**config.mk**
```make
export PLATFORM = sky130hd
export DESIGN_NAME = scpc_sqrt
export DESIGN_NICKNAME = d
export VERILOG_FILES = /design/src/design/sqrt_curve_p_controller_defines.svh /design/src/design/scpc_pkg.sv /design/src/design/scpc_sqrt.sv
export SDC_FILE = /design/constraint.sdc
export NUM_CORES = 2
export LEC_CHECK = 0
export BUFFER_PORTS_ARGS = -buffer_cell sky130_fd_sc_hd__buf_2
export CAP_MARGIN = 25
export CORE_MARGIN = 4
export CORE_UTILIZATION = 45
export CTS_CLUSTER_DIAMETER = 40
export CTS_CLUSTER_SIZE = 25
export DETAILED_ROUTE_END_ITERATION = 10
export MAX_ROUTING_LAYER = met4
export PLACE_DENSITY_LB_ADDON = 0.15
export RECOVER_POWER = 25
export SYNTH_ARGS = -nofsm -noshare
export SYNTH_HDL_FRONTEND = slang
export SYNTH_SLANG_ARGS = --single-unit
```
**constraint.sdc**
```tcl
create_clock -name clk_i -period 28.5 [get_ports clk_i]
set_input_delay 4.275 -clock clk_i [delete_from_list [all_inputs] [get_ports clk_i]]
set_output_delay 4.275 -clock clk_i [all_outputs]
set_load 0.005 [all_outputs]
```
**src/design/sqrt_curve_p_controller_defines.svh**
```systemverilog
// Assertion macros for the square-root curve P controller.
`ifndef SQRT_CURVE_P_CONTROLLER_DEFINES_SVH
`define SQRT_CURVE_P_CONTROLLER_DEFINES_SVH

`ifndef SYNTHESIS
// Checked only out of reset.
`define SCPC_ASSERT(lbl, prop, msg) \
  lbl: assert property (@(posedge clk_i) disable iff (!rst_ni) prop) else $error(msg);
// Checked on every edge, reset included.
`define SCPC_ASSERT_NR(lbl, prop, msg) \
  lbl: assert property (@(posedge clk_i) prop) else $error(msg);
`else
`define SCPC_ASSERT(lbl, prop, msg)
`define SCPC_ASSERT_NR(lbl, prop, msg)
`endif

`endif

```
**src/design/scpc_pkg.sv**
```systemverilog
`timescale 1ns / 1ps

package scpc_pkg;

  localparam int unsigned DataWidth = 32;
  localparam int unsigned FracBits  = 16;

  localparam int unsigned ErrW   = DataWidth + 1;              // target - measured
  localparam int unsigned MagW   = DataWidth + 1;              // |error|
  localparam int unsigned DistW  = DataWidth + 2;              // |error| - x offset
  localparam int unsigned ProdW  = DataWidth + MagW;           // shared multiplier
  localparam int unsigned RadW   = 2 * DataWidth;              // saturated radicand
  localparam int unsigned RootW  = DataWidth;
  localparam int unsigned RemW   = RootW + 3;
  localparam int unsigned SqBits = 2;                          // root bits per stage
  localparam int unsigned SqStages = RootW / SqBits;
  localparam int unsigned LinW   = 2 * DataWidth - 1 - FracBits; // linear magnitude
  localparam int unsigned ValW   = DataWidth + 2;              // root + y offset
  localparam int unsigned DrvW   = LinW + 2;                   // signed drive before clamp
  localparam int unsigned CfgIdxW = 3;

  typedef enum logic [CfgIdxW-1:0] {
    CfgGain          = 3'd0,
    CfgTwiceAccel    = 3'd1,
    CfgLinearBand    = 3'd2,
    CfgCurveXOffset  = 3'd3,
    CfgCurveYOffset  = 3'd4,
    CfgOutputLimit   = 3'd5,
    CfgWrapEnable    = 3'd6,
    CfgWrapHalfRange = 3'd7
  } cfg_idx_e;

  typedef struct packed {
    logic [DataWidth-1:0] gain;
    logic [DataWidth-1:0] twice_accel;
    logic [DataWidth-2:0] linear_band;
    logic [DataWidth-1:0] curve_x_offset;
    logic [DataWidth-1:0] curve_y_offset;
    logic [DataWidth-2:0] output_limit;
    logic                 wrap_enable;
    logic [DataWidth-3:0] wrap_half_range;
  } cfg_t;

  // front end -> square root
  typedef struct packed {
    logic [ProdW-1:0] prod;
    logic             lin;
    logic             neg;
  } front_t;

  // carried alongside the root
  typedef struct packed {
    logic            lin;
    logic            neg;
    logic [LinW-1:0] lin_mag;
  } side_t;

  // square root -> back end
  typedef struct packed {
    logic [RootW-1:0] root;
    side_t            side;
  } back_t;

endpackage

```
**src/design/scpc_sqrt.sv**
```systemverilog
`timescale 1ns / 1ps

module scpc_sqrt (
  input  logic              clk_i,
  input  logic              rst_ni,
  input  logic              in_valid_i,
  output logic              in_ready_o,
  input  scpc_pkg::front_t  in_i,
  output logic              out_valid_o,
  input  logic              out_ready_i,
  output scpc_pkg::back_t   out_o
);
  import scpc_pkg::*;

  logic [SqStages-1:0] valid_q;
  logic [SqStages-1:0] en;

  logic [RemW-1:0]  rem_q  [SqStages];
  logic [RootW-1:0] root_q [SqStages];
  logic [RadW-1:0]  x_q    [SqStages];
  side_t            side_q [SqStages];

  logic [RemW-1:0]  rem_d  [SqStages];
  logic [RootW-1:0] root_d [SqStages];
  logic [RadW-1:0]  x_d    [SqStages];
  side_t            side_d [SqStages];

  logic [RadW-1:0]  rad;
  side_t            side_in;

  always_comb begin
    en[SqStages-1] = !valid_q[SqStages-1] || out_ready_i;
    for (int k = SqStages - 2; k >= 0; k--) begin
      en[k] = !valid_q[k] || en[k+1];
    end
  end

  assign in_ready_o = en[0];

  // radicand saturates at all ones
  assign rad = in_i.prod[ProdW-1] ? '1 : in_i.prod[RadW-1:0];
  assign side_in = '{lin: in_i.lin, neg: in_i.neg,
                     lin_mag: in_i.prod[2*DataWidth-2:FracBits]};

  // restoring digit recurrence, SqBits root bits per stage
  always_comb begin
    logic [RemW-1:0]  r;
    logic [RootW-1:0] q;
    logic [RadW-1:0]  x;
    logic [RemW-1:0]  trial;
    for (int s = 0; s < SqStages; s++) begin
      if (s == 0) begin
        r = '0;
        q = '0;
        x = rad;
        side_d[s] = side_in;
      end else begin
        r = rem_q[s-1];
        q = root_q[s-1];
        x = x_q[s-1];
        side_d[s] = side_q[s-1];
      end
      for (int j = 0; j < SqBits; j++) begin
        r     = {r[RemW-3:0], x[RadW-1 -: 2]};
        x     = {x[RadW-3:0], 2'b00};
        trial = RemW'({q, 2'b01});
        if (r >= trial) begin
          r = r - trial;
          q = {q[RootW-2:0], 1'b1};
        end else begin
          q = {q[RootW-2:0], 1'b0};
        end
      end
      rem_d[s]  = r;
      root_d[s] = q;
      x_d[s]    = x;
    end
  end

  always_ff @(posedge clk_i or negedge rst_ni) begin
    if (!rst_ni) begin
      valid_q <= '0;
    end else begin
      if (en[0]) begin
        valid_q[0] <= in_valid_i;
      end
      for (int k = 1; k < SqStages; k++) begin
        if (en[k]) begin
          valid_q[k] <= valid_q[k-1];
        end
      end
    end
  end

  always_ff @(posedge clk_i) begin
    for (int k = 0; k < SqStages; k++) begin
      if (en[k]) begin
        rem_q[k]  <= rem_d[k];
        root_q[k] <= root_d[k];
        x_q[k]    <= x_d[k];
        side_q[k] <= side_d[k];
      end
    end
  end

  assign out_valid_o = valid_q[SqStages-1];
  assign out_o       = '{root: root_q[SqStages-1], side: side_q[SqStages-1]};

endmodule

```
# Word level (Yosys, flattened, before mapping)
# Memory sizes are Yosys's and may differ from the RTL's.
# Cells that the tools add are included.
# W data, S select, Z words.
# totals
regBits	16
ram_bits	2816
in_bits	71
out_inout_bits	83
word_cells	213
mem_count	4
# op_classes
add_sub_neg	32
n_lt_le_gt_ge	32
muxes	97
reduce_logical	32
# memory_table
name	words	word_bits	read_ports	rd_clocked_by_memory_dff	write_ports	line	source
x_q	16	60	15	0	16	scpc_sqrt.sv:20	logic [RadW-1:0] x_q [SqStages];
side_q	16	49	16	0	16	scpc_sqrt.sv:21	side_t side_q [SqStages];
rem_q	16	35	15	0	16	scpc_sqrt.sv:18	logic [RemW-1:0] rem_q [SqStages];
root_q	16	32	16	0	16	scpc_sqrt.sv:19	logic [RootW-1:0] root_q [SqStages];
# ops
op	count
$ge A35 B34 Y1	30
$mux W35	16
$mux W33	16
$sub A35 B34 Y35	15
$sub A33 B33 Y33	15
$mux W1	64
$mux W64	1
$ge A35 B3 Y1	1
$sub A35 B3 Y35	1
$logic_not A1 Y1	16
$logic_or A1 B1 Y1	16
$sub A2 B1 Y3 const B	1
$ge A2 B1 Y1 const B	1

# Depth between registers and ports, before layout
# logic_depth
word_depth	19
depth_mapped	30
depth_no_buf	26

# Least setup slack after synthesis
# Ideal clock, no wire load.
# synth_timing
kind	input to output
start	input out_ready_i
end	output in_ready_o
t_arrival_ns	14.929
required_ns	24.225
path_slack_ns	9.296
stages	9
n_path_buf	0
path_cell_list	nor2b_1 > and3_1 > and3_1 > inv_1 > nor2_1 > and3_1 > nand3_1 > nor2_1 > nand4_1
# synth_between
elab_chain_len	16
# synth_rtl
element	line	source
start: declaration	scpc_sqrt.sv:10	input logic out_ready_i,
$logic_or A1 B1 Y1	scpc_sqrt.sv:32	en[SqStages-1] = !valid_q[SqStages-1] || out_ready_i;
$logic_or A1 B1 Y1 (4 in series)	scpc_sqrt.sv:34	en[k] = !valid_q[k] || en[k+1];
named net en[11]	scpc_sqrt.sv:16	logic [SqStages-1:0] en;
$logic_or A1 B1 Y1 (7 in series)	scpc_sqrt.sv:34	
named net en[4]	scpc_sqrt.sv:16	
$logic_or A1 B1 Y1 (4 in series)	scpc_sqrt.sv:34	
end: declaration	scpc_sqrt.sv:7	output logic in_ready_o,
# The timed path passes the listed nets, and every way through them passes these cells.

# Worst setup path after layout
# Same ends and word-level chain as after synthesis.

==> run_results.csv <==
group,metric,value,unit
power_and_ir_drop,ir_drop,0.06442,mV
yosys,synthArstFlopShare,0.7901,%
drt,via_per_inst,5.616,
worst_setup_path,r2r_cells,22,
worst_setup_path,r2r_end,"rem_q[1][187]",
clock_network,cts_hold_buffers,0,
timing,worstMarginPinSlew,0.9945,ns
worst_setup_path,path_buf_inv,5,
worst_setup_path,critPathMostFrequentCell,"and3_1",
die,rows,177,
clock_network,htree_levels,5,
clock_network,clockBufferDepth,4,
yosys,synth_top_area_share,57.49,%
worst_setup_path,setup.worst_path.end_class,"output pin",
timing,hold_ws,0.3717,ns
worst_setup_path,path_delay_family,"simple AND/OR/NAND/NOR gates",
timing,final_hold_viol_count,0,
drt,vias,69870,
clock_network,path_clk_slew,0.06,ns
timing,slew_headroom,32.83,%
drt,drtIter0Drc,4737,
yosys,synth_top_cell_by_area,"edfxtp_1",
global_route,antenna_found_initial,16,
drt,dr.pass1.iters,7,
worst_setup_path,path_max_fanout,124,
drt,drc,0,
global_route,grt_pass1_vias,68930,
cells_and_area,mostFrequentLayoutCells,"2009 x edfxtp_1, 692 x nor2_1, 615 x a21oi_1",
global_route,gr-max-usage-layer,"met2",
die,ios,154,
clock_network,cts_setup_buffers,0,
placed_design,io_buffers,153,
clock_network,cts_made_buffers,302,
die,dieArea,241000,um2
timing,maxSlewViolCount,0,
clock_network,clock-root-buffer,"clkbuf_16",
drt,wire_per_inst,21.05,um
timing,post-route-period-util,46.60,%
timing,setup_tns,0,ns
power_and_ir_drop,pwr_density_cell,87.84,nW/um2
timing,fmax,75.29,MHz
global_route,use_met3,2.856,%
global_route,grt_max_degree,125,
drt,ant_nets,0,
clock_network,clkLatencyLatePin,0.91,ns
die,die_y,490.9,um
yosys,synth-edff-count,2009,
global_route,grt_overflow,0,
worst_setup_path,cp-start-kind,"input port",
cells_and_area,fin_util,51.34,%
worst_setup_path,reg2reg_setup_slack,20.42,ns
worst_setup_path,crit_slowest_cell,"nor2_1",
die,start_util,45.17,%
global_route,grt_usage,21.88,%
yosys,ys.flop_type,"edfxtp_1",
flow_run,drv_cap,0,
worst_setup_path,arrival,9.01,ns
yosys,yosys-top-cells-area,"edfxtp_1 57%, ha_1 6.6%, xnor2_1 3.9%",
die,coreArea,232300,um2
cells_and_area,final_common_cell,"edfxtp_1",
die,die_w,490.9,um
global_route,grt_pass1_wl,402200,um
worst_setup_path,crit_required,24.23,ns
worst_setup_path,worst-setup-path-type,"in -> out",
timing,fin_crit,13.28,ns
clock_network,cts_sinks,2025,
yosys,synth_area,104900,um2
power_and_ir_drop,p_leak,47.68,nW
worst_setup_path,max_stage_delay,0.74,ns
cells_and_area,nets,9800,
global_route,met1_usage,28.03,%
yosys,synth_area_per_cell,11.84,um2
cells_and_area,final_layout_size_suffix_gt1_share,10.64,%
clock_network,tritoncts,"yes",
worst_setup_path,r2r_start,"root_q[1][129]",
timing,rsz0062_at_grt,"no",
timing,skew,0.08326,ns
worst_setup_path,path_depth,13,
outcome,status,"completed",
drt,wirelength,261900,um
placed_design,hpwl,198900,um
yosys,ys_seq_area_share,57.87,%
global_route,use_met2,36.05,%
worst_setup_path,startpoint,"out_ready_i",
yosys,netlist_instances,8861,
worst_setup_path,crit_end,"in_ready_o",
hold_path,hold_path_class,"reg -> reg",
timing,setup_viol,0,
cells_and_area,synthToLayoutAreaGrowth,13.66,%
yosys,synthDistinctLibCells,113,
clock_network,post_cts_resize_count,0,
yosys,synth_seq_cells,2025,
placed_design,gp_congestion,0.9331,
yosys,yosys_warnings,0,
worst_setup_path,worstPathCellList,"buf_2, nor2b_1, buf_4, and3_1, and3_1, inv_4, nor2_1, and3_1, nand3_4, nor2_1, nand4_1, buf_12, buf_2",
-- per-stage QoR --
stage               setup slack [ns]  area [um2]  total power, mW  std cells
floorplan                      9.296      104900            6.125       8863
CTS                            15.17      119200            10.59      12430
detailed placement             15.19      109300            6.948      11910
global placement               15.15      109300            6.914      11910
global route                   14.95      119300            11.05      12440
finish                         15.22      119300            10.48      12440
-- per-layer routing --
metal  wire [um]  vias to the layer above
li1            -                    34010
met1      115100                    33730
met2      126800                     1645
met3       11180                      481
met4        8783                        0
met5           0                        -
-- power by group --
part	switching, mW	internal, mW
logic	1.56	0.983
clock network	1.34	2.24
registers	0.397	3.96
-- cell families after synthesis --
group	after synthesis	share of synthesized area, %
buffers and inverters	703	2.561
AO/OA/AOI/OAI	2088	12.93
multiplexers	103	1.080
other	1	0.003574
flip-flops	2025	57.87
XOR/XNOR	741	6.185
AND/OR/NAND/NOR	2643	12.73
adder cells (fa/ha/maj)	557	6.642
-- registers in the layout, indices dropped and copies added (netlist names) --
signal   count
side_q     784
x_q        480
rem_q      473
root_q     272
valid_q     16
-- Yosys cell counts (24+ instances only) --
master / count
mux2_2: 82
o21bai_1: 71
o21ai_0: 424
o21a_1: 86
a31oi_1: 74
a211oi_1: 60
nor3b_1: 24
nor4b_1: 27
inv_1: 479
nand2b_1: 105
or2_2: 120
o31a_1: 35
and3_1: 74
nor4_1: 110
nand3_1: 192
xnor2_1: 463
or4_1: 39
o211ai_1: 33
ha_1: 557
or3_1: 80
xor2_1: 278
nand2_1: 610
a21oi_1: 616
a21o_1: 301
and2_1: 43
nor3_1: 200
edfxtp_1: 2009
nor2b_1: 95
clkbuf_1: 169
o31ai_1: 69
nor2_1: 692
nand4_1: 111
-- worst min-delay path by stage --
stage             startpoint             end  cells after the start
2_1_floorplan  side_q[0][51]  side_q[0][100]                      0
3_3_place_gp      x_q[1][97]     x_q[1][161]                      0
3_5_place_dp   side_q[0][53]  side_q[0][102]                      0
4_1_cts          x_q[0][391]     x_q[0][455]                      0
5_1_grt          x_q[0][391]     x_q[0][455]                      0
6_report         x_q[0][391]     x_q[0][455]                      0
-- layout make-up --
class,count,area (um2)
diodes,6,15.01
clock buffers,324,7767
clock inverters,199,2122
fillers,20050,113100
inverters,486,1843
multi-input cells,6135,41640
flip-flops and latches,2025,60730
well taps,3043,3807
repair buffers,222,1338
No activity file was read; power rests on OpenSTA's default activity.
