### config.mk
export PLATFORM = sky130hd
export DESIGN_NAME = scpc_front
export DESIGN_NICKNAME = d
export VERILOG_FILES = /design/src/design/sqrt_curve_p_controller_defines.svh /design/src/design/scpc_pkg.sv /design/src/design/scpc_front.sv
export SDC_FILE = /design/constraint.sdc
export NUM_CORES = 2
export LEC_CHECK = 0
export BUFFER_PORTS_ARGS = -buffer_cell sky130_fd_sc_hd__buf_2
export CAP_MARGIN = 25
export CORE_MARGIN = 1.5
export CORE_UTILIZATION = 50
export DETAILED_ROUTE_END_ITERATION = 7
export PLACE_DENSITY = 0.69
export SLEW_MARGIN = 20
export SYNTH_ARGS = -nofsm -noshare
export SYNTH_HDL_FRONTEND = slang
export SYNTH_SLANG_ARGS = --single-unit
### constraint.sdc
create_clock -name clk_i -period 16.5 [get_ports clk_i]
set_clock_uncertainty 0.05 [all_clocks]
set_input_delay 1.65 -clock clk_i [delete_from_list [all_inputs] [get_ports clk_i]]
set_output_delay 1.65 -clock clk_i [all_outputs]
set_load 0.02 [all_outputs]
### src/design/sqrt_curve_p_controller_defines.svh
// Assertion macros for the square-root curve P controller.
`ifndef SQRT_CURVE_P_CONTROLLER_DEFINES_SVH
`define SQRT_CURVE_P_CONTROLLER_DEFINES_SVH

`ifndef SYNTHESIS
// Checked only out of reset.
`define SCPC_ASSERT(lbl, prop, msg) \
  lbl: assert property (@(posedge clk_i) disable iff (!rst_ni) prop) else $error(msg);
// Checked on every edge, reset included.
`define SCPC_ASSERT_NR(lbl, prop, msg) \
  lbl: assert property (@(posedge clk_i) prop) else $error(msg);
`else
`define SCPC_ASSERT(lbl, prop, msg)
`define SCPC_ASSERT_NR(lbl, prop, msg)
`endif

`endif

### src/design/scpc_pkg.sv
`timescale 1ns / 1ps

package scpc_pkg;

  localparam int unsigned DataWidth = 32;
  localparam int unsigned FracBits  = 16;

  localparam int unsigned ErrW   = DataWidth + 1;              // target - measured
  localparam int unsigned MagW   = DataWidth + 1;              // |error|
  localparam int unsigned DistW  = DataWidth + 2;              // |error| - x offset
  localparam int unsigned ProdW  = DataWidth + MagW;           // shared multiplier
  localparam int unsigned RadW   = 2 * DataWidth;              // saturated radicand
  localparam int unsigned RootW  = DataWidth;
  localparam int unsigned RemW   = RootW + 3;
  localparam int unsigned SqBits = 2;                          // root bits per stage
  localparam int unsigned SqStages = RootW / SqBits;
  localparam int unsigned LinW   = 2 * DataWidth - 1 - FracBits; // linear magnitude
  localparam int unsigned ValW   = DataWidth + 2;              // root + y offset
  localparam int unsigned DrvW   = LinW + 2;                   // signed drive before clamp
  localparam int unsigned CfgIdxW = 3;

  typedef enum logic [CfgIdxW-1:0] {
    CfgGain          = 3'd0,
    CfgTwiceAccel    = 3'd1,
    CfgLinearBand    = 3'd2,
    CfgCurveXOffset  = 3'd3,
    CfgCurveYOffset  = 3'd4,
    CfgOutputLimit   = 3'd5,
    CfgWrapEnable    = 3'd6,
    CfgWrapHalfRange = 3'd7
  } cfg_idx_e;

  typedef struct packed {
    logic [DataWidth-1:0] gain;
    logic [DataWidth-1:0] twice_accel;
    logic [DataWidth-2:0] linear_band;
    logic [DataWidth-1:0] curve_x_offset;
    logic [DataWidth-1:0] curve_y_offset;
    logic [DataWidth-2:0] output_limit;
    logic                 wrap_enable;
    logic [DataWidth-3:0] wrap_half_range;
  } cfg_t;

  // front end -> square root
  typedef struct packed {
    logic [ProdW-1:0] prod;
    logic             lin;
    logic             neg;
  } front_t;

  // carried alongside the root
  typedef struct packed {
    logic            lin;
    logic            neg;
    logic [LinW-1:0] lin_mag;
  } side_t;

  // square root -> back end
  typedef struct packed {
    logic [RootW-1:0] root;
    side_t            side;
  } back_t;

endpackage

### src/design/scpc_front.sv
`timescale 1ns / 1ps

module scpc_front (
  input  logic                            clk_i,
  input  logic                            rst_ni,
  input  scpc_pkg::cfg_t                  cfg_i,
  input  logic                            in_valid_i,
  output logic                            in_ready_o,
  input  logic [scpc_pkg::DataWidth-1:0]  target_i,
  input  logic [scpc_pkg::DataWidth-1:0]  measured_i,
  output logic                            out_valid_o,
  input  logic                            out_ready_i,
  output scpc_pkg::front_t                out_o
);
  import scpc_pkg::*;

  localparam int unsigned NumStages = 6;

  logic [NumStages-1:0] valid_q;
  logic [NumStages-1:0] en;

  logic signed [ErrW-1:0]  err0_d, err0_q;
  logic signed [ErrW-1:0]  err1_d, err1_q;
  logic signed [ErrW-1:0]  half_s, twice_s;
  logic [MagW-1:0]         mag2_d, mag2_q, mag3_q;
  logic                    neg2_q, neg3_q, neg4_q, neg5_q;
  logic                    lin3_d, lin3_q, lin4_q, lin5_q;
  logic signed [DistW-1:0] dist3_d, dist3_q, dabs;
  logic [DataWidth-1:0]    a4_d, a4_q;
  logic [MagW-1:0]         b4_d, b4_q;
  logic [ProdW-1:0]        prod5_d, prod5_q;

  // stage k loads when it is empty or its content moves on
  always_comb begin
    en[NumStages-1] = !valid_q[NumStages-1] || out_ready_i;
    for (int k = NumStages - 2; k >= 0; k--) begin
      en[k] = !valid_q[k] || en[k+1];
    end
  end

  assign in_ready_o = en[0];

  always_comb begin
    err0_d = $signed({target_i[DataWidth-1], target_i})
           - $signed({measured_i[DataWidth-1], measured_i});

    // single wrap fold
    half_s  = $signed(ErrW'(cfg_i.wrap_half_range));
    twice_s = $signed(ErrW'({cfg_i.wrap_half_range, 1'b0}));
    err1_d  = err0_q;
    if (cfg_i.wrap_enable && (err0_q > half_s)) begin
      err1_d = err0_q - twice_s;
    end else if (cfg_i.wrap_enable && (err0_q < -half_s)) begin
      err1_d = err0_q + twice_s;
    end

    mag2_d = err1_q[ErrW-1] ? MagW'(-err1_q) : MagW'(err1_q);

    lin3_d  = mag2_q <= MagW'(cfg_i.linear_band);
    dist3_d = $signed({1'b0, mag2_q})
            - $signed({{(DistW-DataWidth){cfg_i.curve_x_offset[DataWidth-1]}},
                       cfg_i.curve_x_offset});

    dabs = dist3_q[DistW-1] ? -dist3_q : dist3_q;
    a4_d = lin3_q ? cfg_i.gain : cfg_i.twice_accel;
    b4_d = lin3_q ? mag3_q : dabs[MagW-1:0];

    prod5_d = ProdW'(a4_q) * ProdW'(b4_q);
  end

  always_ff @(posedge clk_i or negedge rst_ni) begin
    if (!rst_ni) begin
      valid_q <= '0;
    end else begin
      if (en[0]) begin
        valid_q[0] <= in_valid_i;
      end
      for (int k = 1; k < NumStages; k++) begin
        if (en[k]) begin
          valid_q[k] <= valid_q[k-1];
        end
      end
    end
  end

  always_ff @(posedge clk_i) begin
    if (en[0]) begin
      err0_q <= err0_d;
    end
    if (en[1]) begin
      err1_q <= err1_d;
    end
    if (en[2]) begin
      mag2_q <= mag2_d;
      neg2_q <= err1_q[ErrW-1];
    end
    if (en[3]) begin
      mag3_q  <= mag2_q;
      neg3_q  <= neg2_q;
      lin3_q  <= lin3_d;
      dist3_q <= dist3_d;
    end
    if (en[4]) begin
      a4_q   <= a4_d;
      b4_q   <= b4_d;
      lin4_q <= lin3_q;
      neg4_q <= neg3_q;
    end
    if (en[5]) begin
      prod5_q <= prod5_d;
      lin5_q  <= lin4_q;
      neg5_q  <= neg4_q;
    end
  end

  assign out_valid_o = valid_q[NumStages-1];
  assign out_o       = '{prod: prod5_q, lin: lin5_q, neg: neg5_q};

endmodule

Yosys cells after proc, flatten, opt, wreduce, memory -nomap -nowiden
Cells that the tools add are included.
W data, S select, Z words.

word-level totals
  logic and storage cells = 53
  output and inout bits = 69
  bits in registers = 309
  input port bits = 289

operators by class
  muxes and demuxes = 6
  magnitude comparators = 3
  add/sub/neg operators = 7
  reductions and logical operators = 14
  $mul = 1

operators with widths
  kind                 number
  $mux W33             4
  $neg A33 Y33         2
  $mul A32 B33 Y65     1
  $mux W32             2
  $sub A34 B32 Y34     1
  $add A33 B32 Y33     1
  $gt A33 B31 Y1       1
  $le A33 B31 Y1       1
  $lt A33 B33 Y1       1
  $neg A30 Y33         1
  $sub A32 B32 Y33     1
  $sub A33 B32 Y33     1
  $logic_not A1 Y1     6
  $logic_or A1 B1 Y1   6
  $logic_and A1 B1 Y1  2

Longest topological paths before layout
  word-level depth = 7
  gate-level depth with buffers = 30
  mapped depth without buffers = 29

Worst setup path before layout
OpenSTA, ideal clock, no wires.

  path kind = register to register
  start = register a4_q[8]
  end = register prod5_q[59], data pin
  setup time = 0.265 ns
  slack = 9.013 ns
  buffers on the path = 1
  clock period less this slack = 7.487 ns
  stages on the path, launching flop included = 26
  arrival = 7.172 ns
  required time = 16.185 ns
  cells stage by stage = edfxtp_1 > clkbuf_1 > nand2_1 > fa_1 > inv_1 > fa_1 > fa_1 > inv_1 > fa_1 > inv_1 > fa_1 > fa_1 > fa_1 > fa_1 > ha_1 > a21oi_1 > o21ai_0 > a311oi_1 > o21ai_0 > a22oi_1 > a211o_1 > a31oi_1 > a311o_1 > a21oi_1 > o21ai_0 > xor2_1

between the ends
  word-level cells in the longest chain between the ends = 1

RTL lines
  element                   line               RTL
  start: declaration        scpc_front.sv:29   logic [DataWidth-1:0] a4_d, a4_q;
  start signal: assignment  scpc_front.sv:104  a4_q <= a4_d;
  $mul A32 B33 Y65          scpc_front.sv:68   prod5_d = ProdW'(a4_q) * ProdW'(b4_q);
  via prod5_d[59]           scpc_front.sv:31   logic [ProdW-1:0] prod5_d, prod5_q;
  end signal: assignment    scpc_front.sv:110  prod5_q <= prod5_d;
  end: declaration          scpc_front.sv:31

The timed path passes the listed nets, and every way through them passes these cells.
A chain may end at the register's enable or synchronous reset.

Final worst setup path
  start = register b4_q[24]
  end = register prod5_q[63], data pin

between the ends
  word-level cells in the longest chain between the ends = 1

RTL lines
  element                   line               RTL
  start: declaration        scpc_front.sv:30   logic [MagW-1:0] b4_d, b4_q;
  start signal: assignment  scpc_front.sv:105  b4_q <= b4_d;
  $mul A32 B33 Y65          scpc_front.sv:68
  via prod5_d[63]           scpc_front.sv:31

The timed path passes the listed nets, and every way through them passes these cells.

==> results by stage <==
Layout:
- The number of filler instances in the final layout is ~9500.
- The fraction of layout instances using a drive strength above 1 is 0.08477.
- Across the whole layout, storage elements account for 9249 µm².
- The net count reported at finish is 7596.
- The number of diodes is 0.
- The multi-input gate area in the final layout is 39930 µm².
- Compared with the post-synthesis result, the final layout area differs by 7.905%.

Synth:
- The instance count of the mapped netlist is approximately 5700.
- The synthesized design contains between 300 and 400 register bits.
- By area the synthesized netlist is led by sky130_fd_sc_hd__fa_1, sky130_fd_sc_hd__edfxtp_1, sky130_fd_sc_hd__ha_1.
- The cell type with the largest total area after synthesis is sky130_fd_sc_hd__fa_1.
- The number of different library cells used by synthesis comes to 76.
- In this run the cell area of the synthesized design comes to 54290 µm².
- For this run, the leading register cell type out of synthesis is sky130_fd_sc_hd__edfxtp_1.
- For this run, the register share of the synthesized area comes to 0.1704.
- When the netlist entered floorplanning its net count stood at between 7000 and 8000.
- The proportion of netlist area held by the largest area contributor is 0.3429.
- Of all flip-flops after synthesis, the portion carrying an async set or reset was 0.01942.
- The number of warning messages in the yosys log is 0.
- The average instance in the mapped netlist occupies 9.468 µm².
- Yosys mapped a number of flops with a built-in enable equal to 303.

Worst hold path:
- The path type of the worst min-delay path is register to register.

Run status:
- The run finished with clean final reports.

Clock network:
- At the later pin of the worst-skew pair, clock insertion delay measures 0.62 ns.
- After clock tree synthesis, the clock-pin slew on the worst setup and hold paths is 0.06 ns.
- Post-CTS repair changed the size of 0 cells.
- After clock tree synthesis, the flow added hold-fix buffers numbering 0.
- The number of buffers inserted to repair setup after CTS is 0.
- TritonCTS built the clock tree.
- Clock tree synthesis inserted a total of 38 buffers.
- The clock net in this run drives a total of ~310 sinks.
- The depth of the CTS H-tree is 2.
- The buffer depth of the longest clock path is 3.
- The cell chosen for the clock root is sky130_fd_sc_hd__clkbuf_16.

Detailed routing:
- In the final routed layout, each cell accounts on average for ~20 µm.
- The total via count after detailed routing is between 40000 and 50000.
- Before antenna repair, the detailed router went through 6 iterations.
- The remaining routing DRC violations is 0.
- The final wirelength is approximately 140 mm.
- For this block, the initial DRC count from the detailed router was 2903.
- The post-detailed-route count of antenna-violating nets is 0.
- Dividing the detail-routed via count by the number of cells gives 5.550.

Timing:
- In the finished design, the share of the clock period the worst path needs comes to 0.5768.
- Setup violations remaining at the end of the flow were counted as 0.
- The maximum frequency from static timing analysis is about 0.11 GHz.
- Setup repair after global routing left no endpoint under its margin.
- The sum of negative setup slack is 0 ns.
- The final critical-path required period is 9.518 ns.
- The number of hold-slack violations in the final timing report is 0.
- The max-slew violation count is 0.
- The slew at the pin with the worst max-slew slack is 1.098 ns.
- The relative slew slack is 0.2613.

Die:
- The core region is about 110000 µm².
- The floorplan step defined a die boundary enclosing 110600 µm².
- For this configuration, the core starts out at a cell density of 0.5057.
- In this run the horizontal extent of the chip is 332.5 µm.
- The floorplan die height is 332.5 µm.
- The floorplan has 120 rows.
- The number of ports placed on the die boundary is approximately 360.

GRT:
- The maximum number of pins on one net before global-route repair is 86.
- The initial antenna violation count came to 8.
- The total track usage is 0.2654.
- After global routing the overflow that remains totals 0.
- The global-route wire length before repair is around 230 mm.
- The via count of the first global-routing pass was 42098.

Placed design:
- Summed over all nets, the half-perimeter wirelength after detailed placement is between 100 and 150 mm.
- The port buffer count is 294.
- The placer's final routability congestion estimate is 0.8955.

Setup path:
- STA classifies the critical path startpoint as a register.
- The worst-case register-to-register setup slack is 6.98 ns.
- The category of the critical setup timing path is register to register.
- The kind of capture point of the worst setup path is a register.
- Data arrives at the worst endpoint at 9.80 ns.
- The data required time of the critical path is 16.78 ns.
- Of all nets on the critical path, the largest fanout is 32.

Flow run:
- The max-capacitance violation count is 0.
==> per-stage QoR <==
step           setup slack, ns  utilization  area [µm²]  std cells  hold slack, ns
6_report                 6.982       0.5457       58580       7325          0.3446
5_1_grt                  6.714       0.5457       58580       7325          0.3424
3_3_place_gp             7.178       0.5325       57170       7252          0.3523
2_1_floorplan            9.013            -       54290       5734          0.3503
3_5_place_dp             7.127       0.5326       57170       7253          0.3571
4_1_cts                  7.086       0.5453       58540       7323          0.3398
==> registers in the layout, indices dropped and copies added, names as in the netlist, 6 cells and up <==
register and cells:
err1_q 33, err0_q 33, a4_q 32, mag2_q 33, valid_q 6, mag3_q 33, b4_q 33, dist3_q 34
prod5_q 65
==> path summary, 6_finish.rpt <==
kind                                from          end  cells past startpoint
max in group asynchronous         rst_ni   valid_q[4]                      1
worst max register to register  b4_q[24]  prod5_q[63]                     25
min in group asynchronous         rst_ni   valid_q[0]                      1
worst min-delay path              neg2_q       neg3_q                      0
worst max-delay path            b4_q[24]  prod5_q[63]                     25
worst min register to register    neg2_q       neg3_q                      0
==> layout by cell type (no fill, tap or decap), types with 10 or more instances in the layout <==
| master | instances |
|---|---|
| sky130_fd_sc_hd__nor2b_1 | 32 |
| sky130_fd_sc_hd__edfxtp_1 | 303 |
| sky130_fd_sc_hd__nor2_1 | 132 |
| sky130_fd_sc_hd__nor3_1 | 37 |
| sky130_fd_sc_hd__nand2_1 | 730 |
| sky130_fd_sc_hd__clkbuf_16 | 39 |
| sky130_fd_sc_hd__xor2_1 | 67 |
| sky130_fd_sc_hd__o21bai_1 | 31 |
| sky130_fd_sc_hd__o21ai_0 | 154 |
| sky130_fd_sc_hd__nand4_1 | 27 |
| sky130_fd_sc_hd__a211oi_1 | 13 |
| sky130_fd_sc_hd__nor4_1 | 17 |
| sky130_fd_sc_hd__a211o_1 | 10 |
| sky130_fd_sc_hd__fa_1 | 930 |
| sky130_fd_sc_hd__a22o_1 | 11 |
| sky130_fd_sc_hd__nand3_1 | 53 |
| sky130_fd_sc_hd__buf_2 | 295 |
| sky130_fd_sc_hd__o22ai_1 | 17 |
| sky130_fd_sc_hd__or3_1 | 21 |
| sky130_fd_sc_hd__a31oi_1 | 21 |
| sky130_fd_sc_hd__a21o_1 | 105 |
| sky130_fd_sc_hd__a21oi_1 | 201 |
| sky130_fd_sc_hd__xnor2_1 | 133 |
| sky130_fd_sc_hd__inv_1 | 1109 |
| sky130_fd_sc_hd__nand2b_1 | 30 |
| sky130_fd_sc_hd__o211ai_1 | 10 |
| sky130_fd_sc_hd__o21a_1 | 28 |
| sky130_fd_sc_hd__o31ai_1 | 23 |
| sky130_fd_sc_hd__ha_1 | 485 |
| sky130_fd_sc_hd__buf_4 | 78 |
| sky130_fd_sc_hd__or4_1 | 10 |
| sky130_fd_sc_hd__and2_1 | 514 |
| sky130_fd_sc_hd__mux2_2 | 34 |
| sky130_fd_sc_hd__and3_1 | 24 |
| sky130_fd_sc_hd__a221o_1 | 26 |
==> Yosys cell counts (all sizes together), types with 28 or more instances <==
cell type     n
inv        1110
fa          930
nand2       731
and2        514
ha          485
edfxtp      303
clkbuf      246
a21oi       201
o21ai       158
xnor2       133
nor2        132
a21o        105
xor2         67
nand3        55
nor3         37
mux2         34
nor2b        32
o21bai       31
nand2b       30
o21a         28
==> critical path: stages (launching register included) <==
cell,delay [ns]
sky130_fd_sc_hd__edfxtp_1,0.32
sky130_fd_sc_hd__buf_4,0.40
sky130_fd_sc_hd__and2_1,0.22
sky130_fd_sc_hd__fa_1,0.44
sky130_fd_sc_hd__fa_1,0.56
sky130_fd_sc_hd__inv_1,0.08
sky130_fd_sc_hd__fa_1,0.50
sky130_fd_sc_hd__fa_1,0.53
sky130_fd_sc_hd__inv_1,0.06
sky130_fd_sc_hd__fa_1,0.56
sky130_fd_sc_hd__fa_1,0.43
sky130_fd_sc_hd__fa_1,0.48
sky130_fd_sc_hd__inv_1,0.05
sky130_fd_sc_hd__fa_1,0.51
sky130_fd_sc_hd__inv_1,0.05
sky130_fd_sc_hd__ha_1,0.39
sky130_fd_sc_hd__and3_1,0.29
sky130_fd_sc_hd__nand2_1,0.07
sky130_fd_sc_hd__nor4_1,0.93
sky130_fd_sc_hd__nand4_1,0.59
sky130_fd_sc_hd__a211o_1,0.60
sky130_fd_sc_hd__a31oi_1,0.38
sky130_fd_sc_hd__a311o_1,0.22
sky130_fd_sc_hd__a21oi_1,0.13
sky130_fd_sc_hd__o21ai_0,0.26
sky130_fd_sc_hd__xor2_1,0.10
==> layout make-up <==
| cell class | count | area share |
|---|---|---|
| well taps | 1403 | 0.02997 |
| multi-input cells | 4057 | 0.6817 |
| clock inverters | 29 | 0.006578 |
| inverters | 1111 | 0.07121 |
| flip-flops and latches | 309 | 0.1579 |
| clock buffers | 41 | 0.01679 |
| repair buffers | 375 | 0.03592 |
==> cells by family after synthesis <==
kind of cell / Yosys count / share of synthesized area
AO/OA/AOI/OAI: 744 / 0.08935
XOR/XNOR: 200 / 0.03226
adder cells (fa/ha/maj): 1415 / 0.4547
buffers and inverters: 1368 / 0.09472
flip-flops: 309 / 0.1704
multiplexers: 37 / 0.007605
AND/OR/NAND/NOR: 1661 / 0.1510
==> layer usage <==
metal,wire (µm),global-route usage,vias to the layer above
li1,-,-,18378
met1,58420,0.3444,20429
met2,69340,0.4485,1571
met3,12000,0.04927,274
met4,4775,0.08501,2
met5,12,0,-
Power is not shown: default switching activity piles up to over one toggle a cycle in this logic, so the estimate is an artifact.
