`config.mk`:
```
export PLATFORM = sky130hd
export DESIGN_NAME = scpc_back
export DESIGN_NICKNAME = d
export VERILOG_FILES = /design/src/design/sqrt_curve_p_controller_defines.svh /design/src/design/scpc_pkg.sv /design/src/design/scpc_back.sv
export SDC_FILE = /design/constraint.sdc
export NUM_CORES = 1
export LEC_CHECK = 0
export BUFFER_PORTS_ARGS = -buffer_cell sky130_fd_sc_hd__buf_2
export CORE_UTILIZATION = 45
export CTS_CLUSTER_SIZE = 30
export DETAILED_ROUTE_END_ITERATION = 6
export HOLD_SLACK_MARGIN = 0.05
export PLACE_DENSITY = 0.78
export SETUP_SLACK_MARGIN = 0.3
export SYNTH_ARGS = -nofsm -noshare
export SYNTH_HDL_FRONTEND = slang
export SYNTH_SLANG_ARGS = --single-unit
```
`constraint.sdc`:
```
create_clock -name clk_i -period 12.1 [get_ports clk_i]
set_input_delay 1.815 -clock clk_i [delete_from_list [all_inputs] [get_ports clk_i]]
set_output_delay 1.815 -clock clk_i [all_outputs]
set_load 0.005 [all_outputs]
```
`src/design/sqrt_curve_p_controller_defines.svh`:
```
// Assertion macros for the square-root curve P controller.
`ifndef SQRT_CURVE_P_CONTROLLER_DEFINES_SVH
`define SQRT_CURVE_P_CONTROLLER_DEFINES_SVH

`ifndef SYNTHESIS
// Checked only out of reset.
`define SCPC_ASSERT(lbl, prop, msg) \
  lbl: assert property (@(posedge clk_i) disable iff (!rst_ni) prop) else $error(msg);
// Checked on every edge, reset included.
`define SCPC_ASSERT_NR(lbl, prop, msg) \
  lbl: assert property (@(posedge clk_i) prop) else $error(msg);
`else
`define SCPC_ASSERT(lbl, prop, msg)
`define SCPC_ASSERT_NR(lbl, prop, msg)
`endif

`endif

```
`src/design/scpc_pkg.sv`:
```
`timescale 1ns / 1ps

package scpc_pkg;

  localparam int unsigned DataWidth = 32;
  localparam int unsigned FracBits  = 16;

  localparam int unsigned ErrW   = DataWidth + 1;              // target - measured
  localparam int unsigned MagW   = DataWidth + 1;              // |error|
  localparam int unsigned DistW  = DataWidth + 2;              // |error| - x offset
  localparam int unsigned ProdW  = DataWidth + MagW;           // shared multiplier
  localparam int unsigned RadW   = 2 * DataWidth;              // saturated radicand
  localparam int unsigned RootW  = DataWidth;
  localparam int unsigned RemW   = RootW + 3;
  localparam int unsigned SqBits = 2;                          // root bits per stage
  localparam int unsigned SqStages = RootW / SqBits;
  localparam int unsigned LinW   = 2 * DataWidth - 1 - FracBits; // linear magnitude
  localparam int unsigned ValW   = DataWidth + 2;              // root + y offset
  localparam int unsigned DrvW   = LinW + 2;                   // signed drive before clamp
  localparam int unsigned CfgIdxW = 3;

  typedef enum logic [CfgIdxW-1:0] {
    CfgGain          = 3'd0,
    CfgTwiceAccel    = 3'd1,
    CfgLinearBand    = 3'd2,
    CfgCurveXOffset  = 3'd3,
    CfgCurveYOffset  = 3'd4,
    CfgOutputLimit   = 3'd5,
    CfgWrapEnable    = 3'd6,
    CfgWrapHalfRange = 3'd7
  } cfg_idx_e;

  typedef struct packed {
    logic [DataWidth-1:0] gain;
    logic [DataWidth-1:0] twice_accel;
    logic [DataWidth-2:0] linear_band;
    logic [DataWidth-1:0] curve_x_offset;
    logic [DataWidth-1:0] curve_y_offset;
    logic [DataWidth-2:0] output_limit;
    logic                 wrap_enable;
    logic [DataWidth-3:0] wrap_half_range;
  } cfg_t;

  // front end -> square root
  typedef struct packed {
    logic [ProdW-1:0] prod;
    logic             lin;
    logic             neg;
  } front_t;

  // carried alongside the root
  typedef struct packed {
    logic            lin;
    logic            neg;
    logic [LinW-1:0] lin_mag;
  } side_t;

  // square root -> back end
  typedef struct packed {
    logic [RootW-1:0] root;
    side_t            side;
  } back_t;

endpackage

```
`src/design/scpc_back.sv`:
```
`timescale 1ns / 1ps

module scpc_back (
  input  logic                            clk_i,
  input  logic                            rst_ni,
  input  scpc_pkg::cfg_t                  cfg_i,
  input  logic                            in_valid_i,
  output logic                            in_ready_o,
  input  scpc_pkg::back_t                 in_i,
  output logic                            out_valid_o,
  input  logic                            out_ready_i,
  output logic [scpc_pkg::DataWidth-1:0]  drive_o,
  output logic                            limited_o
);
  import scpc_pkg::*;

  localparam int unsigned NumStages = 3;

  logic [NumStages-1:0] valid_q;
  logic [NumStages-1:0] en;

  logic signed [ValW-1:0] val0_d, val0_q;
  side_t                  side0_q;
  logic signed [DrvW-1:0] lin_s, crv_s, drv1_d, drv1_q;
  logic signed [DrvW-1:0] lim_s, clamp;
  logic [DataWidth-1:0]   drive_d, drive_q;
  logic                   limited_d, limited_q;

  always_comb begin
    en[NumStages-1] = !valid_q[NumStages-1] || out_ready_i;
    for (int k = NumStages - 2; k >= 0; k--) begin
      en[k] = !valid_q[k] || en[k+1];
    end
  end

  assign in_ready_o = en[0];

  always_comb begin
    val0_d = $signed({2'b00, in_i.root})
           + $signed({{(ValW-DataWidth){cfg_i.curve_y_offset[DataWidth-1]}},
                      cfg_i.curve_y_offset});

    // sign of the error applies in both laws, even to a negative curve value
    lin_s = $signed(DrvW'(side0_q.lin_mag));
    crv_s = {{(DrvW-ValW){val0_q[ValW-1]}}, val0_q};
    if (side0_q.lin) begin
      drv1_d = side0_q.neg ? -lin_s : lin_s;
    end else begin
      drv1_d = side0_q.neg ? -crv_s : crv_s;
    end

    lim_s     = $signed(DrvW'(cfg_i.output_limit));
    clamp     = drv1_q;
    limited_d = 1'b0;
    if (drv1_q > lim_s) begin
      clamp     = lim_s;
      limited_d = 1'b1;
    end else if (drv1_q < -lim_s) begin
      clamp     = -lim_s;
      limited_d = 1'b1;
    end
    drive_d = clamp[DataWidth-1:0];
  end

  always_ff @(posedge clk_i or negedge rst_ni) begin
    if (!rst_ni) begin
      valid_q <= '0;
    end else begin
      if (en[0]) begin
        valid_q[0] <= in_valid_i;
      end
      for (int k = 1; k < NumStages; k++) begin
        if (en[k]) begin
          valid_q[k] <= valid_q[k-1];
        end
      end
    end
  end

  always_ff @(posedge clk_i) begin
    if (en[0]) begin
      val0_q  <= val0_d;
      side0_q <= in_i.side;
    end
    if (en[1]) begin
      drv1_q <= drv1_d;
    end
    if (en[2]) begin
      drive_q   <= drive_d;
      limited_q <= limited_d;
    end
  end

  assign out_valid_o = valid_q[NumStages-1];
  assign drive_o     = drive_q;
  assign limited_o   = limited_q;

endmodule

```
Word level (Yosys, flattened, before mapping). Cells that the tools add are included.

Flip-flop bits (word level): 168. Input port bits: 306. Output and inout bits: 35. Logic and storage cells: 29.

$add $sub $neg: 4. $lt $le $gt $ge: 2. Muxes and demuxes: 6. Reductions and logical operators: 6.

Operators by type and width (count): 49-bit 2-to-1 mux (3); 49-bit by 32-bit > comparator with 1-bit output (1); 49-bit less-than comparator (1); 31-bit negation with 49-bit output (1); 34-bit negation with 49-bit output (1); 47-bit negation with 49-bit output (1); 33-bit by 32-bit adder with 34-bit output (1); 32-bit 2-to-1 mux (1); 31-bit 2-to-1 mux (1); 1-bit logical NOT (3); 1-bit logical OR (3); 1-bit 2-to-1 mux (1).

Longest topological paths before layout. Gate-level depths: netlist of run 1.

Depth after elaboration: 4. Depth in mapped cells: 21. Gate-level depth less buffers: 17.

Worst setup path after synthesis of run 1. Ideal clock, no wire load.

Kind: input -> register. Start: input cfg_i[33] (netlist name). End: register drive_q[16], in the netlist drive_o[16] (data pin). Library setup time: 278 ps. Arrival time: 5939 ps. Data required time: 11822 ps. Slack: 5883 ps. Stages on the path: 20. Buffers on the path: 5. Cells stage by stage: clkbuf_1 > nor4_1 > nand2_1 > nor2_1 > nand2_1 > nor3_1 > nand3_1 > xnor2_1 > ha_1 > nand4_1 > nor3_1 > a22oi_1 > and4b_1 > o2111ai_1 > o211a_1 > buf_2 > buf_2 > clkbuf_1 > clkbuf_1 > o221ai_1.

Cells in the longest elaborated chain, start to end: 4. Elaborated cells on any way between the ends: 5. Classes of those cells: add/sub (1); order compare (2); mux (2).

Ends and longest elaborated chain: start: declaration (line scpc_back.sv:6) `input scpc_pkg::cfg_t cfg_i,`; 31-bit negation with 49-bit output (line scpc_back.sv:59) `clamp = -lim_s;`; 49-bit less-than comparator (line scpc_back.sv:58) `end else if (drv1_q < -lim_s) begin`; 32-bit 2-to-1 mux (line scpc_back.sv:58); 31-bit 2-to-1 mux * (line scpc_back.sv:55) `if (drv1_q > lim_s) begin`; net clamp[16] (line scpc_back.sv:25) `logic signed [DrvW-1:0] lim_s, clamp;`; end signal: assignment (line scpc_back.sv:89) `drive_q <= drive_d;`; end: declaration (line scpc_back.sv:26) `logic [DataWidth-1:0] drive_d, drive_q;`.

Mark *: on every way through the listed nets, which the timed path passes. The rest lies on a longest branch. A chain may end at the register's enable or synchronous reset.

Final worst setup path of run 1.
Start: input cfg_i[34] (netlist name). End: register drive_q[18], in the netlist drive_o[18] (data pin).

The elaborated chain is that of the path after synthesis.

==> impl_metrics.json, run 1 <==
{
  "fillers": 2324,
  "seq_area_um2": 5030,
  "numPortBuffers": 182,
  "synthArstFlopShare_pct": 1.786,
  "maxCapViolations": 0,
  "synth_warnings": 0,
  "synth_top_cell_area_share_pct": 40.64,
  "syn_to_final_growth_pct": 15.05,
  "worst_setup_path_end_kind": "flop",
  "cts.hold.buffers_added": 0,
  "fin_tns_setup_ns": 0,
  "path_max_fanout": 63,
  "place_ws_ns": 4.883,
  "hp-class": "flop to flop",
  "viasPerCell": 5.635,
  "ir_worst_vdd_v": 0.00009227,
  "synthCells": 1208,
  "design_area_um2": 14030,
  "crit_type": "input port to flop",
  "antenna_found_initial": 2,
  "layout.nets": 1796,
  "period_share_pct": 57.12,
  "skew_ns": 0.01053,
  "ant_nets": 0,
  "avgSynthCellArea_um2": 10.09,
  "cts_buffer_depth": 2,
  "synth_largest_area_cell": "edfxtp_1",
  "drive_gt1_share_pct": 18.02,
  "max_freq_mhz": 144.7,
  "n_antenna_cell": 0,
  "power.switching_mw": 0.5975,
  "required_ns": 12.26,
  "routed_wl_um": 27560,
  "grt_pass1_wl_um": 45420,
  "drv_slew": 0,
  "p_clk_share_pct": 29.7,
  "cts_root_buf": "clkbuf_16",
  "syn_area_um2": 12190,
  "postCtsSetupBuffers": 0,
  "die_x_um": 166.6,
  "first_pass_iters": 7,
  "grt_pass1_vias": 9083,
  "synth_edf_count": 165,
  "synth_flop_cell": "edfxtp_1",
  "post_cts_resized": 0,
  "crit_start": "cfg_i[34]",
  "worst_slew_pin_slew_ns": 0.8701,
  "swShare_pct": 31.05,
  "violations": "DRC",
  "cts_tree": "done",
  "final_hold_viol_count": 0,
  "post_drt_wl_per_cell_um": 16.01,
  "grt_setup_unrepaired": "false",
  "seq_power_share_pct": 44.3,
  "whs_ns": 0.4723,
  "grt_usage_pct": 20.08,
  "grt_max_degree": 85,
  "grt_remaining_overflow": 0,
  "ys_seq_elements": 168,
  "setup_slack_ns": 5.189,
  "rows": 59,
  "fin_util_pct": 53.23,
  "cts.sinks": 168,
  "layout_common_cells": "buf_2 (182), edfxtp_1 (165), ha_1 (115)",
  "min_from": "valid_q[0]",
  "cp-start-kind": "input port",
  "power.internal_mw": 1.327,
  "postPlaceCellArea_um2": 13420,
  "cts_buffers": 17,
  "clk_pin_slew_ns": 0.07,
  "drt_iter0_markers": 689,
  "initial_core_util_pct": 46.27,
  "die_y_um": 166.6,
  "cp.arrival_ns": 7.07,
  "fin_cells": 1722,
  "core_area_um2": 26350,
  "p_leak_nw": 5.720,
  "ios": 341,
  "dp_cells": 1690,
  "synth_seq_area_share_pct": 41.25,
  "synthDistinctLibCells": 73,
  "powerDensity_nw_per_um2": 137.2,
  "insertion_delay_ns": 0.43,
  "multi_input_area_um2": 6783,
  "synth_fp_nets": 1630,
  "final_common_cell": "buf_2",
  "drc": 15,
  "dp_hpwl_um": 21410,
  "synthTopCellsByArea": "edfxtp_1 (41%), ha_1 (12%), xnor2_1 (6.5%)",
  "setup_viol": 0,
  "dr_total_vias": 9703,
  "status": "finished, violations left",
  "finalPower_mw": 1.924,
  "place.gp.congestion": 0.8784,
  "relSlewSlack_pct": 41.99,
  "die-area_um2": 27760,
  "power_frac_comb_pct": 26.1,
  "period_minus_slack_ns": 6.911,
  "htreeDepth": 4,
  "reg2reg_from": "drv1_q[30]"
}
==> per-layer routing <==
| layer | GRT usage (%) | wire (um) |
|---|---|---|
| met3 | 3.612 | 1513 |
| met2 | 30.45 | 11870 |
| met5 | 0 | 23 |
| met4 | 4.992 | 356 |
| met1 | 29.48 | 13800 |
==> cell families (layout without fill, tap and decap cells) <==
family / Yosys count / count (layout) / share of synthesized area, %
adder cells (fa/ha/maj): 116 / 116 / 11.97
AND/OR/NAND/NOR: 360 / 360 / 15.34
flip-flops: 168 / 168 / 41.25
buffers and inverters: 100 / 279 / 3.232
XOR/XNOR: 129 / 129 / 9.266
AO/OA/AOI/OAI: 320 / 320 / 17.50
multiplexers: 15 / 15 / 1.447
==> worst paths after layout <==
| check | slack, ns | endpoint | cells after the start |
|---|---|---|---|
| setup / recovery | 5.19 | drive_o[18] | 18 |
| hold / removal | 0.47 | valid_q[1] | 1 |
| setup reg to reg | 8.35 | drive_o[18] | 10 |
| hold reg to reg | 0.47 | valid_q[1] | 1 |
| max in group asynchronous | 10.82 | valid_q[2] | 1 |
| min in group asynchronous | 1.17 | valid_q[1] | 1 |
==> synth_stat cells (all sizes together), types with 13 or more instances <==
| cell | n |
|---|---|
| nand2 | 83 |
| a22o | 13 |
| ha | 115 |
| a21o | 28 |
| or4 | 16 |
| o41ai | 18 |
| a21oi | 79 |
| nor4 | 14 |
| nand2b | 29 |
| clkbuf | 28 |
| inv | 57 |
| nor2 | 74 |
| xnor2 | 91 |
| buf | 15 |
| nand3 | 41 |
| o21ai | 80 |
| nor3 | 29 |
| edfxtp | 165 |
| o31ai | 25 |
| o221ai | 16 |
| xor2 | 38 |
| nand4 | 18 |
==> layout make-up <==
type	instances	area share, %
Tap cell	335	2.988
Inverter	57	1.525
Timing Repair Buffer	190	6.921
Clock inverter	15	1.329
Sequential cell	168	35.85
Multi-Input combinational cell	940	48.35
Clock buffer	17	3.032
==> registers in the layout, indices dropped and copies added, names as in the netlist <==
name and cells:
drv1_q 49, lin_s 47, val0_q 34, drive_o 32, valid_q 3, side0_q 2
limited_o 1
==> power by group through the flow <==
stage,registers (mW),logic (mW),clock network (mW)
2_1_floorplan,0.841,0.360,0
3_3_place_gp,0.858,0.482,0
3_5_place_dp,0.863,0.498,0
4_1_cts,0.851,0.503,0.581
5_1_grt,0.865,0.569,0.605
6_report,0.852,0.502,0.571
==> critical path, cell delays in order <==
cell and delay (ns):
buf_2 0.13, nor4_1 0.46, nand2_1 0.28, nor2_1 0.44, nand2_1 0.20, nor3_1 0.44, nand3_1 0.45, nor2_1 0.27
ha_1 0.28, nand4_1 0.16, nor3_1 0.33, a22oi_1 0.13, and4b_1 0.21, o2111ai_1 0.09, o211a_1 0.19, buf_4 0.51
mux2_2 0.40, a22o_1 0.26
Note: power is estimated with default switching activity, not from simulation.
==> inputs of run 2 (changes only) <==
--- a/config.mk
+++ b/config.mk
@@ -5,12 +5,13 @@
 export SDC_FILE = /design/constraint.sdc
 export NUM_CORES = 1
 export LEC_CHECK = 0
+export ABC_AREA = 1
 export BUFFER_PORTS_ARGS = -buffer_cell sky130_fd_sc_hd__buf_2
 export CORE_UTILIZATION = 45
 export CTS_CLUSTER_SIZE = 30
 export DETAILED_ROUTE_END_ITERATION = 6
 export HOLD_SLACK_MARGIN = 0.05
-export PLACE_DENSITY = 0.78
+export PLACE_DENSITY = 0.8
 export SETUP_SLACK_MARGIN = 0.3
 export SYNTH_ARGS = -nofsm -noshare
 export SYNTH_HDL_FRONTEND = slang
==> constraint.sdc (replaced) <==
create_clock -name clk_i -period 6.1 [get_ports clk_i]
set_input_delay 0.915 -clock clk_i [delete_from_list [all_inputs] [get_ports clk_i]]
set_output_delay 0.915 -clock clk_i [all_outputs]
set_load 0.005 [all_outputs]
==> impl_metrics.json, run 2 <==
{
  "status": "completed",
  "synthDistinctLibCells": 50,
  "dp_hpwl_um": 29670,
  "powerDensity_nw_per_um2": 245.5,
  "p_leak_nw": 7.213,
  "post_drt_wl_per_cell_um": 15.26,
  "synthCells": 1836,
  "numPortBuffers": 182,
  "setup_slack_ns": 1.621,
  "grt_max_degree": 65,
  "relSlewSlack_pct": 30.94,
  "grt_pass1_vias": 11992,
  "maxCapViolations": 0,
  "place_ws_ns": 1.260,
  "dr_total_vias": 12964,
  "rows": 63,
  "syn_area_um2": 13650,
  "skew_ns": 0.006735,
  "fin_util_pct": 52.17,
  "largest_register_ffs": 49,
  "synth-xor-area-share_pct": 3.401,
  "synth_compound_area_share_pct": 11.23,
  "synth-simple-area-share_pct": 29.57,
  "cts_root_buf": "clkbuf_16",
  "synthArstFlopShare_pct": 1.786,
  "synthTopCellsByArea": "edfxtp_1 (36%), nand2_1 (11%), ha_1 (11%)",
  "core_area_um2": 29720,
  "post_cts_resized": 0,
  "grt_pass1_wl_um": 58570,
  "n_antenna_cell": 0,
  "synth_flop_cell": "edfxtp_1",
  "initial_core_util_pct": 45.93,
  "cpPeakStageDelay_ns": 0.38,
  "layout_common_cells": "nand2_1 (401), inv_1 (240), nor2_1 (233)",
  "antenna_found_initial": 0,
  "synth_edf_count": 165,
  "synthMuxAreaShare_pct": 0,
  "required_ns": 6.27,
  "layout.nets": 2429,
  "slowest_stage": "nand2_2",
  "syn_to_final_growth_pct": 13.59,
  "regMostFlops": "drv1_q",
  "die_y_um": 176.2,
  "ir_worst_vdd_v": 0.0001819,
  "drc": 0,
  "worst_setup_path_end_kind": "flop",
  "crit_type": "input port to flop",
  "fin_cells": 2408,
  "synth_top_cell_area_share_pct": 36.30,
  "yosys.area_share.adder_pct": 10.69,
  "die_x_um": 176.2,
  "cp_num_buf_inv": 2,
  "avgSynthCellArea_um2": 7.434,
  "cp_cell_sequence": "buf_2 -> inv_1 -> ha_1 -> nand4_1 -> nor2_1 -> nand4_1 -> nor2_1 -> nand3_1 -> nor3_1 -> ha_1 -> nand2_1 -> nor2_2 -> nand2_2 -> nor2_2 -> and2b_1 -> nand2_2 -> nand3_1 -> nand2_2 -> nand3_1 -> nand3_1",
  "cp.arrival_ns": 4.65,
  "postCtsSetupBuffers": 0,
  "grt_remaining_overflow": 0,
  "cts_buffers": 17,
  "fin_tns_setup_ns": 0,
  "synth_commonest_cells": "nand2_1 (403), inv_1 (241), nor2_1 (233)",
  "dp_cells": 2378,
  "drt_iter0_markers": 989,
  "period_minus_slack_ns": 4.479,
  "cp_top_family": "simple AND/OR/NAND/NOR gates",
  "cts_tree": "done",
  "place.gp.congestion": 0.9582,
  "clk_pin_slew_ns": 0.06,
  "cts.sinks": 168,
  "htreeDepth": 4,
  "cts.hold.buffers_added": 0,
  "grt_setup_unrepaired": "false",
  "cts_buffer_depth": 2,
  "synth_warnings": 0,
  "synth_seq_area_share_pct": 36.85,
  "synth_fp_nets": 2258,
  "fillers": 2887,
  "period_share_pct": 73.43,
  "path_max_fanout": 31,
  "worst_slew_pin_slew_ns": 1.035,
  "grt_usage_pct": 24.09,
  "synth_largest_area_cell": "edfxtp_1",
  "final_hold_viol_count": 0,
  "yosysMostFrequentCell": "nand2_1",
  "die-area_um2": 31030,
  "cp_common_cell": "nand3_1",
  "routed_wl_um": 36750,
  "setup_viol": 0,
  "ios": 341,
  "ant_nets": 0,
  "hp-class": "input port to async pin",
  "first_pass_iters": 5,
  "cp-start-kind": "input port",
  "insertion_delay_ns": 0.44,
  "max_freq_mhz": 223.3,
  "ys_seq_elements": 168,
  "drv_slew": 0,
  "synth_top_family_by_area": "simple AND/OR/NAND/NOR gates",
  "finalPower_mw": 3.807,
  "viasPerCell": 5.384,
  "final_common_cell": "nand2_1",
  "drive_gt1_share_pct": 13.03
}
[run 2: kinds of logic after synthesis]
logic type                 Yosys count
AOI/OAI and AO/OA                  279
xor gates and xnor gates            53
adders and majority gates          116
buffers and inverters              286
DFF                                168
and+or+nand+nor                    934
[run 2: area by class of cell]
| cell class | count | area [um^2] | area share (%) |
|---|---|---|---|
| repair buffers | 190 | 970.9 | 6.262 |
| multi-input cells | 1382 | 7502 | 48.39 |
| well taps | 390 | 488.0 | 3.147 |
| clock inverters | 12 | 153.9 | 0.9926 |
| clock buffers | 18 | 429.2 | 2.768 |
| inverters | 248 | 930.9 | 6.004 |
| flip-flops and latches | 168 | 5030 | 32.44 |
[run 2: per-stage QoR]
step           hold slack, ns  instance area [um^2]
2_1_floorplan          0.4229                 13650
3_3_place_gp           0.4308                 14920
3_5_place_dp           0.4523                 14920
4_1_cts                0.2396                 15500
5_1_grt                0.2454                 15500
6_report               0.2578                 15500
[run 2: metal layers]
layer,GRT usage [%],vias to the layer above,share of wire [%]
li1,-,6524,-
met1,31.70,5838,44
met2,39.85,526,46
met3,2.993,76,6.4
met4,10.18,0,3.5
met5,0,-,0
[run 2: power breakdown]
group / switching (mW) / internal, mW
combinational: 0.681 / 0.385
clock: 0.436 / 0.638
sequential: 0.147 / 1.52
[run 2: path summary, 6_finish.rpt]
check	from	end	slack, ns	cells after the start
max in group asynchronous	rst_ni	valid_q[0]	5.74	1
hold / removal	rst_ni	valid_q[2]	0.26	1
setup / recovery	cfg_i[31]	drive_o[18]	1.62	20
setup reg to reg	drv1_q[4]	drive_o[7]	3.16	13
hold reg to reg	valid_q[1]	valid_q[2]	0.46	2
min in group clk_i	valid_q[1]	valid_q[2]	0.46	2
==> inputs of run 3 (changes only) <==
==> constraint.sdc (replaced) <==
create_clock -name clk_i -period 4.1 [get_ports clk_i]
set_input_delay 0.615 -clock clk_i [delete_from_list [all_inputs] [get_ports clk_i]]
set_output_delay 0.615 -clock clk_i [all_outputs]
set_load 0.005 [all_outputs]
==> impl_metrics.json, run 3 (synthesis gave the netlist of run 2 again) <==
{
  "die-area_um2": 31030,
  "drt_iter0_markers": 1111,
  "required_ns": 4.28,
  "grt_pass1_vias": 12145,
  "dp_hpwl_um": 30100,
  "whs_ns": 0.3550,
  "cp_common_cell": "nand3_1",
  "hold_depth": 1,
  "layout.nets": 2460,
  "powerDensity_nw_per_um2": 352.5,
  "viasPerCell": 5.370,
  "cp_cell_sequence": "buf_2 -> inv_1 -> ha_2 -> nand3_1 -> nor3_2 -> nand4_1 -> nor2_1 -> xor2_1 -> inv_1 -> ha_1 -> nand2_1 -> inv_1 -> nand3_1 -> nor2_1 -> nand3_1 -> and2b_1 -> nand2_2 -> nand3_4 -> buf_4 -> nand2_8 -> nand3_1 -> nand3_1",
  "slowest_stage": "ha_1",
  "numPortBuffers": 182,
  "drive_gt1_share_pct": 15.02,
  "clk_pin_slew_ns": 0.06,
  "die_x_um": 176.2,
  "setup_viol": 0,
  "place.gp.congestion": 1.024,
  "layout_common_cells": "nand2_1 (400), inv_1 (240), nor2_1 (229)",
  "rows": 63,
  "cts_buffer_depth": 2,
  "grt_setup_unrepaired": "false",
  "cts.sinks": 168,
  "ios": 341,
  "hp-class": "input port to flop",
  "path_max_fanout": 16,
  "die_y_um": 176.2,
  "maxCapViolations": 0,
  "ant_nets": 0,
  "cp-start-kind": "input port",
  "cpPeakStageDelay_ns": 0.29,
  "worst_setup_path_end_kind": "flop",
  "fin_cells": 2441,
  "reg2reg_from": "drv1_q[8]",
  "worst_slew_pin_slew_ns": 1.098,
  "initial_core_util_pct": 45.93,
  "core_area_um2": 29720,
  "relSlewSlack_pct": 26.33,
  "post_drt_wl_per_cell_um": 15.61,
  "regMostFlops": "drv1_q",
  "reg2reg_depth": 11,
  "period_minus_slack_ns": 3.683,
  "cts_buffers": 17,
  "drc": 0,
  "dp_cells": 2400,
  "drv_slew": 0,
  "cp.arrival_ns": 3.86,
  "p_leak_nw": 7.384,
  "grt_usage_pct": 24.39,
  "largest_register_ffs": 49,
  "cts_tree": "done",
  "min_from": "in_i[41]",
  "crit_type": "input port to flop",
  "syn_to_final_growth_pct": 15.97,
  "grt_remaining_overflow": 0,
  "final_common_cell": "nand2_1",
  "dr_total_vias": 13107,
  "routed_wl_um": 38110,
  "cp_num_buf_inv": 5,
  "final_hold_viol_count": 0,
  "whs_endpoint": "lin_s[41]",
  "r2r-end": "drive_o[14]",
  "htreeDepth": 4,
  "n_antenna_cell": 0,
  "max_freq_mhz": 271.5,
  "period_share_pct": 89.83,
  "skew_ns": 0.007997,
  "first_pass_iters": 5,
  "rrSetupSlack_ns": 1.27,
  "grt_pass1_wl_um": 59620,
  "insertion_delay_ns": 0.43,
  "cts_root_buf": "clkbuf_16",
  "antenna_found_initial": 0,
  "ir_worst_vdd_v": 0.0002349,
  "place_ws_ns": -0.07271,
  "setup_slack_ns": 0.4169,
  "cp_top_family": "simple AND/OR/NAND/NOR gates",
  "grt_max_degree": 84,
  "status": "completed"
}
==> run 3: layout make-up <==
cell class,instances,area (um^2)
fillers,2839,13890
multi-input cells,1384,7626
flip-flops and latches,168,5030
repair buffers,219,1221
inverters,248,930.9
well taps,390,488.0
clock buffers,18,429.2
clock inverters,14,103.9
==> run 3: worst reg2reg max path, delay by kind of cell, from the launching register on <==
family,cells,cell delay (ns)
AND/OR/NAND/NOR,7,1.18
flip-flops,1,0.47
AO/OA/AOI/OAI,1,0.16
adder cells (fa/ha/maj),1,0.34
buffers and inverters,2,0.55
==> run 3: layer usage <==
metal	wire length [um]	vias to the layer above	GRT usage [%]
met2	17730	527	40.60
met4	1279	0	10.40
met5	0	-	0
li1	-	6575	-
met1	16630	5925	32.00
met3	2477	80	2.821
==> run 3: power breakdown <==
part | internal [mW] | total, mW | switching (mW) | leakage, nW
sequential | 2.26 | 2.49 | 0.227 | 1.72
clock | 0.775 | 1.44 | 0.665 | 0.248
combinational | 0.607 | 1.65 | 1.05 | 5.41
==> run 3: what timing repair did <==
action	in CTS	in global routing
endpoints found under the setup margin	0	33
endpoints found under the hold margin	3	0
buffers inserted	0	5
hold buffers	1	0
gates resized for setup	0	20
==> run 3: worst max-delay path by stage <==
stage | startpoint | end | depth (start not counted)
final | cfg_i[31] | drive_o[19] | 22
after global routing | cfg_i[31] | drive_o[14] | 22
after CTS | cfg_i[31] | drive_o[0] | 20
after detailed placement | cfg_i[31] | drive_o[0] | 20
after global placement | cfg_i[31] | drive_o[0] | 21
after floorplan | cfg_i[32] | drive_o[10] | 20
==> run 3: through the flow <==
stage	power (mW)	util [%]	instance area (um^2)	TNS (ns)
6_report	5.580	53.27	15830	0
5_1_grt	5.918	53.27	15830	0
4_1_cts	5.545	52.64	15640	0
3_5_place_dp	4.102	50.81	15100	-0.1497
3_3_place_gp	4.045	50.81	15100	0
2_1_floorplan	3.548	-	13650	0
